### config.mk
export PLATFORM = sky130hd
export DESIGN_NAME = single_wire_link_responder
export DESIGN_NICKNAME = d
export VERILOG_FILES = /design/src/design/slr_pkg.sv /design/src/design/slr_front.sv /design/src/design/slr_back.sv /design/src/design/single_wire_link_responder.sv
export SDC_FILE = /design/constraint.sdc
export NUM_CORES = 1
export LEC_CHECK = 0
export BUFFER_PORTS_ARGS = -buffer_cell sky130_fd_sc_hd__buf_2
export CAP_MARGIN = 20
export CORE_UTILIZATION = 55
export CTS_BUF_LIST = sky130_fd_sc_hd__clkbuf_8
export CTS_CLUSTER_SIZE = 10
export DETAILED_ROUTE_END_ITERATION = 7
export PLACE_DENSITY = 0.82
export RECOVER_POWER = 100
export SLEW_MARGIN = 20
export SYNTH_ARGS = -nofsm -noshare
export SYNTH_HDL_FRONTEND = slang
export SYNTH_SLANG_ARGS = --single-unit
export TNS_END_PERCENT = 1
### constraint.sdc
create_clock -name i_clk -period 6.51 [get_ports i_clk]
set_clock_uncertainty 0.15 [all_clocks]
set_input_delay 0.651 -clock i_clk [delete_from_list [all_inputs] [get_ports i_clk]]
set_output_delay 0.651 -clock i_clk [all_outputs]
set_load 0.01 [all_outputs]
### src/design/slr_pkg.sv
// Types and constants shared by the link responder modules.
`default_nettype none
package slr_pkg;

    typedef enum logic [1:0] {
        OP_RX_BYTE = 2'd0,
        OP_TX_DONE = 2'd1,
        OP_POST    = 2'd2,
        OP_RELEASE = 2'd3
    } t_op;

    typedef enum logic [1:0] {
        ACT_NONE   = 2'd0,
        ACT_SEND   = 2'd1,
        ACT_STREAM = 2'd2,
        ACT_STORE  = 2'd3
    } t_action;

    localparam logic [7:0] FLOW_M2S    = 8'hF0;
    localparam logic [7:0] FLOW_S2M    = 8'hF1;
    localparam logic [7:0] CONTENT_CMD = 8'hC0;
    localparam logic [7:0] ID_CMD      = 8'hC1;
    localparam logic [7:0] ID_LOG      = 8'hC0;
    localparam logic [7:0] ID_PROC     = 8'hC2;
    localparam logic [7:0] ID_NONE     = 8'h00;

    localparam int CMD_INDEX_W = 6;

    // One classified word as it waits between the front and the back.
    typedef struct packed {
        t_op        op;
        logic [7:0] rx_byte;
        logic [2:0] post_mask;
        logic       is_flow_m2s;
        logic       is_flow_s2m;
        logic       is_content_cmd;
        logic       is_zero;
    } t_item;

endpackage
`default_nettype wire

### src/design/slr_front.sv
// Input side: accepts words, classifies them and queues them for the back end.
`default_nettype none
module slr_front import slr_pkg::*; (
    input  wire logic       i_clk,
    input  wire logic       i_rst_n,
    input  wire logic       i_in_valid,
    output logic            o_in_stall,
    input  wire logic [1:0] i_operation,
    input  wire logic [7:0] i_rx_byte,
    input  wire logic [2:0] i_post_mask,
    output t_item           o_item,
    output logic            o_item_valid,
    input  wire logic       i_item_pop
);

    t_item       r_mem [2];
    logic        r_wr_ptr;
    logic        r_rd_ptr;
    logic [1:0]  r_count;
    t_item       n_item;
    logic        push;

    always_comb begin
        n_item.op             = t_op'(i_operation);
        n_item.rx_byte        = i_rx_byte;
        n_item.post_mask      = i_post_mask;
        n_item.is_flow_m2s    = (i_rx_byte == FLOW_M2S);
        n_item.is_flow_s2m    = (i_rx_byte == FLOW_S2M);
        n_item.is_content_cmd = (i_rx_byte == CONTENT_CMD);
        n_item.is_zero        = (i_rx_byte == 8'h00);
    end

    assign o_in_stall   = r_count[1];
    assign push         = i_in_valid && !o_in_stall;
    assign o_item_valid = (r_count != 2'd0);
    assign o_item       = r_mem[r_rd_ptr];

    always_ff @(posedge i_clk) begin
        if (push) begin
            r_mem[r_wr_ptr] <= n_item;
        end
    end

    always_ff @(posedge i_clk) begin
        if (!i_rst_n) begin
            r_wr_ptr <= 1'b0;
            r_rd_ptr <= 1'b0;
            r_count  <= 2'd0;
        end else begin
            if (push) begin
                r_wr_ptr <= !r_wr_ptr;
            end
            if (i_item_pop) begin
                r_rd_ptr <= !r_rd_ptr;
            end
            unique case ({push, i_item_pop})
                2'b10:   r_count <= r_count + 2'd1;
                2'b01:   r_count <= r_count - 2'd1;
                default: r_count <= r_count;
            endcase
        end
    end

endmodule
`default_nettype wire

### src/design/slr_back.sv
// Back end: link state machine that carries out queued words into the result register.
`default_nettype none
module slr_back import slr_pkg::*; #(
    parameter int CMD_DEPTH = 64
) (
    input  wire logic       i_clk,
    input  wire logic       i_rst_n,
    input  wire t_item      i_item,
    input  wire logic       i_item_valid,
    output logic            o_item_pop,
    output logic            o_out_valid,
    input  wire logic       i_out_stall,
    output logic [1:0]      o_action,
    output logic [7:0]      o_tx_byte,
    output logic [1:0]      o_buffer_sel,
    output logic [5:0]      o_cmd_index,
    output logic [7:0]      o_cmd_byte,
    output logic            o_cmd_done,
    output logic [2:0]      o_out_pending,
    output logic            o_in_cmd_full
);

    localparam int IW = (CMD_DEPTH > 1) ? $clog2(CMD_DEPTH) : 1;
    localparam logic [IW-1:0] LAST_SLOT = IW'(CMD_DEPTH - 1);

    typedef enum logic [2:0] {
        PH_IDLE,
        PH_ID_WAIT,
        PH_DATA_WAIT,
        PH_CONTENT,
        PH_CMD
    } t_phase;

    t_phase                  r_phase,  n_phase;
    logic [IW-1:0]           r_widx,   n_widx;
    logic [2:0]              r_flags,  n_flags;
    logic                    r_full,   n_full;
    logic [1:0]              r_chosen, n_chosen;
    logic                    r_out_valid;
    t_action                 r_action, n_action;
    logic [7:0]              r_tx,     n_tx;
    logic [1:0]              r_sel,    n_sel;
    logic [5:0]              r_idx,    n_idx;
    logic [7:0]              r_cbyte,  n_cbyte;
    logic                    r_done,   n_done;
    logic                    at_last;
    logic [IW+CMD_INDEX_W-1:0] widx_ext;

    assign o_item_pop = i_item_valid && (!r_out_valid || !i_out_stall);
    assign at_last    = (r_widx == LAST_SLOT);
    assign widx_ext   = {{CMD_INDEX_W{1'b0}}, r_widx};

    always_comb begin
        n_phase  = r_phase;
        n_widx   = r_widx;
        n_flags  = r_flags;
        n_full   = r_full;
        n_chosen = r_chosen;
        n_action = ACT_NONE;
        n_tx     = 8'h00;
        n_sel    = 2'd0;
        n_idx    = 6'd0;
        n_cbyte  = 8'h00;
        n_done   = 1'b0;
        unique case (i_item.op)
            OP_POST: begin
                n_flags = r_flags | i_item.post_mask;
            end
            OP_RELEASE: begin
                n_full = 1'b0;
            end
            OP_TX_DONE: begin
                if (r_phase == PH_ID_WAIT) begin
                    if (r_chosen == 2'd0) begin
                        n_phase = PH_IDLE;
                    end else begin
                        n_action = ACT_STREAM;
                        n_sel    = r_chosen - 2'd1;
                        n_phase  = PH_DATA_WAIT;
                    end
                end else if (r_phase == PH_DATA_WAIT) begin
                    if (r_chosen != 2'd0) begin
                        n_flags = r_flags & ~(3'b001 << (r_chosen - 2'd1));
                    end
                    n_phase = PH_IDLE;
                end
            end
            OP_RX_BYTE: begin
                unique case (r_phase)
                    PH_ID_WAIT, PH_DATA_WAIT: begin
                        // Bytes that arrive while a transmit is under way are dropped.
                    end
                    PH_CONTENT: begin
                        n_widx  = '0;
                        n_phase = i_item.is_content_cmd ? PH_CMD : PH_IDLE;
                    end
                    PH_CMD: begin
                        if (r_full) begin
                            n_phase = PH_IDLE;
                        end else begin
                            n_action = ACT_STORE;
                            n_idx    = widx_ext[CMD_INDEX_W-1:0];
                            n_cbyte  = at_last ? 8'h00 : i_item.rx_byte;
                            n_widx   = r_widx + 1'b1;
                            // The last slot always terminates the command.
                            if (at_last || i_item.is_zero) begin
                                n_done  = 1'b1;
                                n_full  = 1'b1;
                                n_phase = PH_IDLE;
                            end
                        end
                    end
                    default: begin
                        n_phase = PH_IDLE;
                        if (i_item.is_flow_m2s) begin
                            n_phase = PH_CONTENT;
                        end else if (i_item.is_flow_s2m) begin
                            priority if (r_flags[0]) begin
                                n_chosen = 2'd1;
                                n_tx     = ID_CMD;
                            end else if (r_flags[1]) begin
                                n_chosen = 2'd2;
                                n_tx     = ID_LOG;
                            end else if (r_flags[2]) begin
                                n_chosen = 2'd3;
                                n_tx     = ID_PROC;
                            end else begin
                                n_chosen = 2'd0;
                                n_tx     = ID_NONE;
                            end
                            n_action = ACT_SEND;
                            n_phase  = PH_ID_WAIT;
                        end
                    end
                endcase
            end
            default: begin
            end
        endcase
    end

    always_ff @(posedge i_clk) begin
        if (!i_rst_n) begin
            r_phase     <= PH_IDLE;
            r_widx      <= '0;
            r_flags     <= 3'b000;
            r_full      <= 1'b0;
            r_chosen    <= 2'd0;
            r_out_valid <= 1'b0;
        end else begin
            if (o_item_pop) begin
                r_phase     <= n_phase;
                r_widx      <= n_widx;
                r_flags     <= n_flags;
                r_full      <= n_full;
                r_chosen    <= n_chosen;
                r_action    <= n_action;
                r_tx        <= n_tx;
                r_sel       <= n_sel;
                r_idx       <= n_idx;
                r_cbyte     <= n_cbyte;
                r_done      <= n_done;
                r_out_valid <= 1'b1;
            end else if (!i_out_stall) begin
                r_out_valid <= 1'b0;
            end
        end
    end

    // The state only moves with a new result, so it matches the held word.
    assign o_out_valid   = r_out_valid;
    assign o_action      = r_action;
    assign o_tx_byte     = r_tx;
    assign o_buffer_sel  = r_sel;
    assign o_cmd_index   = r_idx;
    assign o_cmd_byte    = r_cbyte;
    assign o_cmd_done    = r_done;
    assign o_out_pending = r_flags;
    assign o_in_cmd_full = r_full;

endmodule
`default_nettype wire

### src/design/single_wire_link_responder.sv
// A word accepted into the queue is registered there, then moves to the output register when not stalled.
// Throughput: one word per cycle when not stalled; a two-word queue separates intake from the link state machine.
// The output register holds a result while stalled and the queue keeps accepting until full.
// Reset (synchronous, active low) empties the queue and output register, sets the link idle,
// clears the pending flags, the command-full flag and the store position.
`default_nettype none
module single_wire_link_responder import slr_pkg::*; #(
    parameter int CMD_DEPTH = 64
) (
    input  wire logic       i_clk,
    input  wire logic       i_rst_n,
    input  wire logic       i_in_valid,
    output logic            o_in_stall,
    input  wire logic [1:0] i_operation,
    input  wire logic [7:0] i_rx_byte,
    input  wire logic [2:0] i_post_mask,
    output logic            o_out_valid,
    input  wire logic       i_out_stall,
    output logic [1:0]      o_action,
    output logic [7:0]      o_tx_byte,
    output logic [1:0]      o_buffer_sel,
    output logic [5:0]      o_cmd_index,
    output logic [7:0]      o_cmd_byte,
    output logic            o_cmd_done,
    output logic [2:0]      o_out_pending,
    output logic            o_in_cmd_full
);

    t_item item;
    logic  item_valid;
    logic  item_pop;

    slr_front u_front (
        .i_clk        (i_clk),
        .i_rst_n      (i_rst_n),
        .i_in_valid   (i_in_valid),
        .o_in_stall   (o_in_stall),
        .i_operation  (i_operation),
        .i_rx_byte    (i_rx_byte),
        .i_post_mask  (i_post_mask),
        .o_item       (item),
        .o_item_valid (item_valid),
        .i_item_pop   (item_pop)
    );

    slr_back #(
        .CMD_DEPTH (CMD_DEPTH)
    ) u_back (
        .i_clk         (i_clk),
        .i_rst_n       (i_rst_n),
        .i_item        (item),
        .i_item_valid  (item_valid),
        .o_item_pop    (item_pop),
        .o_out_valid   (o_out_valid),
        .i_out_stall   (i_out_stall),
        .o_action      (o_action),
        .o_tx_byte     (o_tx_byte),
        .o_buffer_sel  (o_buffer_sel),
        .o_cmd_index   (o_cmd_index),
        .o_cmd_byte    (o_cmd_byte),
        .o_cmd_done    (o_cmd_done),
        .o_out_pending (o_out_pending),
        .o_in_cmd_full (o_in_cmd_full)
    );

endmodule
`default_nettype wire

After elaboration in Yosys (flattened, before gate mapping)
Memory sizes are Yosys's and may differ from the RTL's. A register that Yosys moved wholly into a read port is not among the register bits.
Index checks and enable logic that the tools add are counted.
- add/subtract/negate cells: 4
- multiply operators: 0
- div/mod/pow operators: 0
- $lt $le $gt $ge: 0
- equal/unequal tests: 22
- shifts and indexed selects: 1
- mux-type cells: 40
- bitwise logic cells: 10
- reductions and logical operators: 33
- operator list (kind ; count):
    3-bit two-way mux ; 9
    8-bit == test (second input constant) ; 3
    8-bit two-way mux ; 3
    2-bit two-way mux ; 8
    5-bit AND reduction ; 3
    2-bit nonzero test ; 7
    2-bit case mux with 2 select lines ; 3
    3-bit case mux with 2 select lines ; 2
    6-bit case mux with 2 select lines ; 1
    1-bit two-way mux ; 11
    3-bit case mux with 3 select lines ; 1
    3-bit OR reduction ; 3
    9-bit OR reduction ; 1
    8-bit zero test ; 1
    2-bit by 1-bit inequality test with 1-bit output (second input constant) ; 4
    4-bit OR reduction ; 2
    1-bit NOT ; 7
    7-bit OR reduction ; 1
    6-bit by 1-bit adder with 6-bit output (second input constant) ; 1
    2-bit == test (second input constant) ; 3
    3-bit by 2-bit == test with 1-bit output (second input constant) ; 2
    6-bit == test (second input constant) ; 1
    6-bit two-way mux ; 1
    2-bit inequality test (second input constant) ; 3
    other kinds (20) ; 29
- register bits after elaboration: 47
- latch bits: 0
- RAM bits: 34
- bits in read-only memories: 0
- input bits: 17
- output and inout bits: 33
- word-level logic and storage cells: 127
- memories: 1
- memories (name ; depth ; bits a word ; rd ports ; clocked after memory_dff ; write ports ; RTL line ; text):
    u_front.r_mem ; 2 ; 17 ; 1 ; 1 ; 1 ; slr_front.sv:16 ; t_item r_mem [2];

Logic depth before layout (Yosys ltp)
Gate-level depths: netlist (run 1).
- word-level depth: 8
- gate-level depth with buffers: 7
- gate-level depth less buffers: 6

Hierarchy
A second synthesis (run 1) with hierarchy kept.
- cells, all modules: 252
- area total of the unflattened synthesis: 3338.2 um2
- modules (own cells, without submodules) (module ; instances ; cells each ; area an instance (um2) ; seq. area each (um2)):
    slr_back ; 1 ; 168 ; 1849.3 ; 980.9
    slr_front ; 1 ; 84 ; 1488.9 ; 1121.1

Worst setup path after synthesis (run 1)
OpenSTA, ideal clock, no wires.
- kind: input-to-reg
- from: input i_rst_n
- to: register u_back.r_action[0] (netlist: u_back.o_action[0]) (enable)
- setup time: 0.401 ns
- arrival: 1.892 ns
- data required time: 5.959 ns
- path slack: 4.067 ns
- cell stages on the path: 3
- path buffers: 1
- cells stage by stage: inv_1 > clkbuf_1 > nor2_1
- word-level cells in the longest chain between the ends: 1
- ends and longest elaborated chain (element ; RTL line ; text):
    from (decl) ; single_wire_link_responder.sv:11 ; input wire logic i_rst_n,
    2-bit AND reduction (no line) ; n/a ;
    to (signal assigned) ; slr_back.sv:157 ; r_action <= n_action;
    to (decl) ; slr_back.sv:40 ; t_action r_action, n_action;
Every way passes these cells.
A chain may end at the register's enable or synchronous reset.

==> results_dict.tcl, run 1 <==
set metrics [dict create \
    grt_max_degree 24 \
    p_comb_frac 0.185 \
    grt_pass1_vias 1940 \
    cts_tree "done" \
    grt-ovfl-total 0 \
    status "finished, violations left" \
    diodes 0 \
    clk_latency_ns 0.34 \
    cts_buffer_depth 2 \
    placed_area_sq_um 3520 \
    startpoint_type "flip-flop" \
    worstMarginPinSlew_ns 1.73 \
    synth_top_cell_area_share 0.516 \
    nFillCells 463 \
    ys_seq_elements 77 \
    root_buffer "clkbuf_8" \
    fin_crit_ns 2.95 \
    slew_headroom -0.154 \
    final.setup.worst_slack_ns 3.56 \
    hold_violations 0 \
    numPortBuffers 45 \
    cts_setup_buffers 0 \
    wirelength_mm 5.39 \
    drtIter0Drc 164 \
    drive_gt1_frac 0.0863 \
    stdcell_area_sq_um 3670 \
    crit_chain "or3b_2 > a21oi_1 > o21ai_0 > nor2_1" \
    setup-tns-final_ns 0 \
    seqPwrFrac 0.512 \
    met3WireLength_microns 233 \
    wl_met1_mm 2.51 \
    fp.dieArea_sq_um 6240 \
    worstPathMaxFanout 23 \
    seqCellArea_sq_um 2100 \
    hold_buffers 0 \
    cp_top_family "flip-flops" \
    syn_area_sq_um 3260 \
    arrival_ns 2.98 \
    grt.total_usage 0.190 \
    rsz0062_at_grt "no" \
    row_count 27 \
    io_pins 50 \
    multiInputGateArea_sq_um 1040 \
    synth.distinct_cells 45 \
    wl_met2_mm 2.57 \
    slew_violations 23 \
    ir_drop_mv 0.188 \
    hpwlAfterDp_mm 3.73 \
    worst_path_largest_cell_delay_ns 1.00 \
    power.internal_w 0.000930 \
    grt_pass1_wl_mm 8.91 \
    end_kind "flip-flop" \
    worstPathRequired_ns 6.55 \
    p_sw_w 0.000380 \
    ys_warn_count 0 \
    synth_most_common_cell "edfxtp_1" \
    htree_num_levels 3 \
    finalSetupViolCount 0 \
    critical_path_buf_inv_count 0 \
    die_x_microns 79.0 \
    vias_per_cell 5.35 \
    die_y_microns 79.0 \
    drv_cap 1 \
    vias 2058 \
    place_congestion 0.800 \
    fmax_mhz 340 \
    clk_pin_slew_ns 0.08 \
    synthTopCellsByArea "edfxtp_1 (52%), dfxtp_1 (13%), mux2i_1 (4.9%)" \
    synth_commonest_cells "edfxtp_1 (56), nor2_1 (35), dfxtp_1 (21)" \
    switching_share 0.290 \
    fin_crit_sh 0.452 \
    core-area_sq_um 5610 \
    start_util 0.581 \
    power.leakage_nw 1.25 \
    antenna_found_initial 0 \
    slowest_stage "dfxtp_1" \
    hp-class "input pin to flip-flop" \
    wl_per_cell_microns 14.0 \
    failed_checks "max-capacitance violations, max-slew violations" \
    synth_top_cell_by_area "edfxtp_1" \
    nets 331 \
    clkPwrFrac 0.303 \
    cts_inserted_buffers 9 \
    syn_area_per_cell_sq_um 12.6 \
    path_class "flip-flop to flip-flop" \
    ctsResizeCount 0 \
    synth_top_flop_cell "edfxtp_1" \
    synth_seq_area_share 0.645 \
    cts_num_sinks 77 \
    antenna_left 0 \
    synth_edf_count 56 \
    power.density_nw_per_um2 357 \
    syn_inst 259 \
    areaGrowthSynthToFinish_pct 12.6 \
    async_flop_share 0 \
    pre_cts_ws_ns 3.74 \
    top_layer "met4" \
    first_pass_iters 4 \
    post-route-drc-count 0 \
]
==> kinds of logic (layout without fill, tap and decap cells) <==
| logic type | count (synthesis) | count (layout) | synth area share |
|---|---|---|---|
| AOI/OAI and AO/OA | 30 | 30 | 0.0583 |
| muxes | 20 | 20 | 0.0629 |
| DFF | 77 | 77 | 0.645 |
| and+or+nand+nor | 94 | 94 | 0.149 |
| xor gates and xnor gates | 9 | 9 | 0.0242 |
| buffers and inverters | 22 | 73 | 0.0372 |
| other | 1 | 4 | 0.00115 |
| adders and majority gates | 6 | 6 | 0.0230 |
==> area by class of cell <==
type | count | area share
clock buffers | 9 | 0.0337
clock inverters | 7 | 0.0266
inverters | 10 | 0.0102
multi-input cells | 163 | 0.283
flip-flops and latches | 77 | 0.572
well taps | 72 | 0.0245
repair buffers | 47 | 0.0494
==> stage by stage <==
step,util,power [W],hold WS (ns),instances
floorplan,-,0.000851,0.316,262
global placement,0.628,0.000924,0.338,369
detailed placement,0.628,0.000935,0.339,369
CTS,0.667,0.00133,0.341,385
global route,0.655,0.00138,0.331,385
finish,0.655,0.00131,0.352,385
==> placed cells by master, fill, tap and decap left out, drive strengths merged, types with 6 or more instances in the layout <==
cell type / instances
edfxtp: 56
clkbuf: 52
nor2: 35
dfxtp: 21
mux2i: 16
nand2: 13
inv: 12
o21ai: 10
a21oi: 9
or3: 8
nor3: 7
xnor2: 7
and2: 7
ha: 6
==> power by group through the flow <==
stage | logic (W) | clock network [W] | registers (W)
after floorplan | 0.000176 | 0 | 0.000676
after global placement | 0.000249 | 0 | 0.000676
after detailed placement | 0.000254 | 0 | 0.000681
after CTS | 0.000255 | 0.000401 | 0.000669
after global routing | 0.000271 | 0.000426 | 0.000682
final | 0.000242 | 0.000397 | 0.000671
==> sequential cells by signal, summed over array words and instances, names as in the netlist, named ones only <==
signal	cells
u_back.o_cmd_index	6
u_back.r_chosen	2
u_front.r_wr_ptr	1
u_back.o_out_valid	1
u_back.o_out_pending	3
u_back.o_in_cmd_full	1
u_back.o_action	2
u_back.o_buffer_sel	2
u_back.r_phase	3
u_back.r_widx	6
u_back.o_cmd_done	1
u_back.o_cmd_byte	8
u_front.r_mem	34
u_back.o_tx_byte	3
u_front.r_count	2
u_front.r_rd_ptr	1
==> final timing paths <==
kind                                       start              endpoint  slack [ns]  cells after the start
worst max-delay path                   flip-flop  u_back.o_cmd_byte[1]        3.56                      4
worst min-delay path              i_post_mask[2]   u_front.r_mem[1][6]        0.35                      1
worst max register to register         flip-flop  u_back.o_cmd_byte[1]        3.56                      4
worst min register to register  u_back.r_widx[4]      u_back.r_widx[4]        0.36                      2
==> per-layer routing <==
| metal | vias up | track usage |
|---|---|---|
| met5 | - | 0 |
| met4 | 0 | 0.102 |
| met3 | 8 | 0.0425 |
| met2 | 54 | 0.294 |
| met1 | 973 | 0.249 |
| li1 | 1023 | - |
No activity file was read; power rests on OpenSTA's default activity.
==> inputs of run 2 (changes only) <==
- CORE_UTILIZATION: 55 -> 53
- clock period: 6.51 -> 2.4 ns (I/O delays scaled with it)
==> run 2 against run 1 <==
  * The flow now finishes without violations
  * Critical path type unchanged
  * Via count is 3.2% higher
  * Final area is 3.7% higher
  * Non-clock buffer count is 18 higher
  * Critical endpoint is now u_back.r_widx[4]
  * Register-to-register slack worse by 3.4 ns
  * Fmax is 34% higher
  * Count of clock-buffer cells in the layout stayed put
==> results_dict.tcl, run 2 (synthesis gave the netlist of run 1 again) <==
set metrics [dict create \
    wl_per_cell_microns 13.7 \
    grt_pass1_wl_mm 9.10 \
    grt_max_degree 23 \
    largest-register "u_front.r_mem" \
    status "finished, final reports clean" \
    row_count 28 \
    areaGrowthSynthToFinish_pct 16.8 \
    vias_per_cell 5.23 \
    numPortBuffers 45 \
    clk_pin_slew_ns 0.08 \
    fp.dieArea_sq_um 6470 \
    grt_pass1_vias 1964 \
    path_class "flip-flop to flip-flop" \
    slew_violations 0 \
    dp.cells 377 \
    worstPathMaxFanout 9 \
    wirelength_mm 5.57 \
    power.leakage_nw 1.30 \
    worstMarginPinSlew_ns 0.974 \
    layout_commonest_cell "edfxtp_1" \
    largest_reg_flops 34 \
    drv_cap 0 \
    core-area_sq_um 5920 \
    grt-ovfl-total 0 \
    slew_headroom 0.351 \
    drive_gt1_frac 0.0906 \
    vias 2123 \
    end_kind "flip-flop" \
    antenna_found_initial 0 \
    place_congestion 0.882 \
    ir_drop_mv 0.468 \
    post-route-drc-count 0 \
    cts_buffer_depth 2 \
    die_x_microns 80.4 \
    fin_crit_ns 2.20 \
    p_sw_w 0.00102 \
    stdcell_count 406 \
    root_buffer "clkbuf_8" \
    nets 349 \
    cts_tree "done" \
    met3WireLength_microns 303 \
    cts_num_sinks 77 \
    post-route-util 0.643 \
    wl_met1_mm 2.49 \
    io_pins 50 \
    arrival_ns 2.31 \
    top_layer "met4" \
    fin_crit_sh 0.915 \
    start_util 0.551 \
    cts_inserted_buffers 9 \
    rsz0062_at_grt "no" \
    finalSetupViolCount 0 \
    switching_share 0.295 \
    p_comb_frac 0.212 \
    hp-class "input pin to flip-flop" \
    antenna_left 0 \
    fmax_mhz 455 \
    final_cell_mix "edfxtp_1 (56), clkbuf_1 (45), nor2_1 (34)" \
    drtIter0Drc 158 \
    power.internal_w 0.00244 \
    hpwlAfterDp_mm 3.88 \
    htree_num_levels 3 \
    nFillCells 465 \
    die_y_microns 80.4 \
    diodes 0 \
    seqPwrFrac 0.513 \
    startpoint_type "flip-flop" \
    wl_met2_mm 2.65 \
    power.density_nw_per_um2 909 \
    cts_setup_buffers 0 \
    clkPwrFrac 0.275 \
    clk_latency_ns 0.34 \
    setup-tns-final_ns 0 \
    grt.total_usage 0.191 \
    first_pass_iters 5 \
    worstPathRequired_ns 2.52 \
    hold_violations 0 \
]
-- run 2: final cells by class --
| class | instances | area (sq um) | share of cell area |
|---|---|---|---|
| multi-input cells | 163 | 1040 | 0.273 |
| clock inverters | 7 | 75.1 | 0.0197 |
| flip-flops and latches | 77 | 2100 | 0.552 |
| well taps | 75 | 93.8 | 0.0246 |
| inverters | 10 | 37.5 | 0.00986 |
| clock buffers | 9 | 124 | 0.0325 |
| repair buffers | 65 | 338 | 0.0887 |
-- run 2: worst max-delay path: stages, from the launching register on --
cell and delay (ns):
dfxtp_1 0.46, or4b_1 0.53, a221o_1 0.45, or3_1 0.40, a21oi_1 0.14
-- run 2: what timing repair did --
item | CTS | global route
gates resized for setup | 0 | 0
hold endpoints to repair | 26 | 0
hold buffers | 13 | 0
-- run 2: metal layers --
layer,up-vias,track usage
li1,1059,-
met1,990,0.243
met2,63,0.297
met3,11,0.0409
met4,0,0.118
met5,-,0
-- run 2: power by group through the flow --
| stage | sequential (W) | combinational [W] | clock (W) |
|---|---|---|---|
| 2_1_floorplan | 0.00183 | 0.000476 | 0 |
| 3_3_place_gp | 0.00179 | 0.000736 | 0 |
| 3_5_place_dp | 0.00180 | 0.000756 | 0 |
| 4_1_cts | 0.00177 | 0.000777 | 0.000980 |
| 5_1_grt | 0.00180 | 0.000820 | 0.00103 |
| 6_report | 0.00178 | 0.000736 | 0.000951 |
-- run 2: worst paths after layout --
| kind | cells past startpoint | slack (ns) | startpoint | end |
|---|---|---|---|---|
| hold / removal | 3 | 0.02 | i_out_stall | u_back.o_out_valid |
| setup / recovery | 4 | 0.20 | u_back.r_phase[2] | u_back.r_widx[4] |
| hold reg to reg | 2 | 0.36 | u_back.o_in_cmd_full | u_back.o_in_cmd_full |
| setup reg to reg | 4 | 0.20 | u_back.r_phase[2] | u_back.r_widx[4] |
-- run 2: per-stage QoR --
| stage | power (W) | setup WS (ns) | area (sq um) | hold WS (ns) |
|---|---|---|---|---|
| after floorplan | 0.00231 | 0.335 | 3270 | 0.189 |
| after global placement | 0.00252 | 0.306 | 3560 | 0.281 |
| after detailed placement | 0.00256 | 0.243 | 3560 | 0.283 |
| after CTS | 0.00353 | 0.220 | 3890 | 0.0115 |
| after global routing | 0.00365 | 0.112 | 3810 | 0.0299 |
| final | 0.00346 | 0.205 | 3810 | 0.0197 |
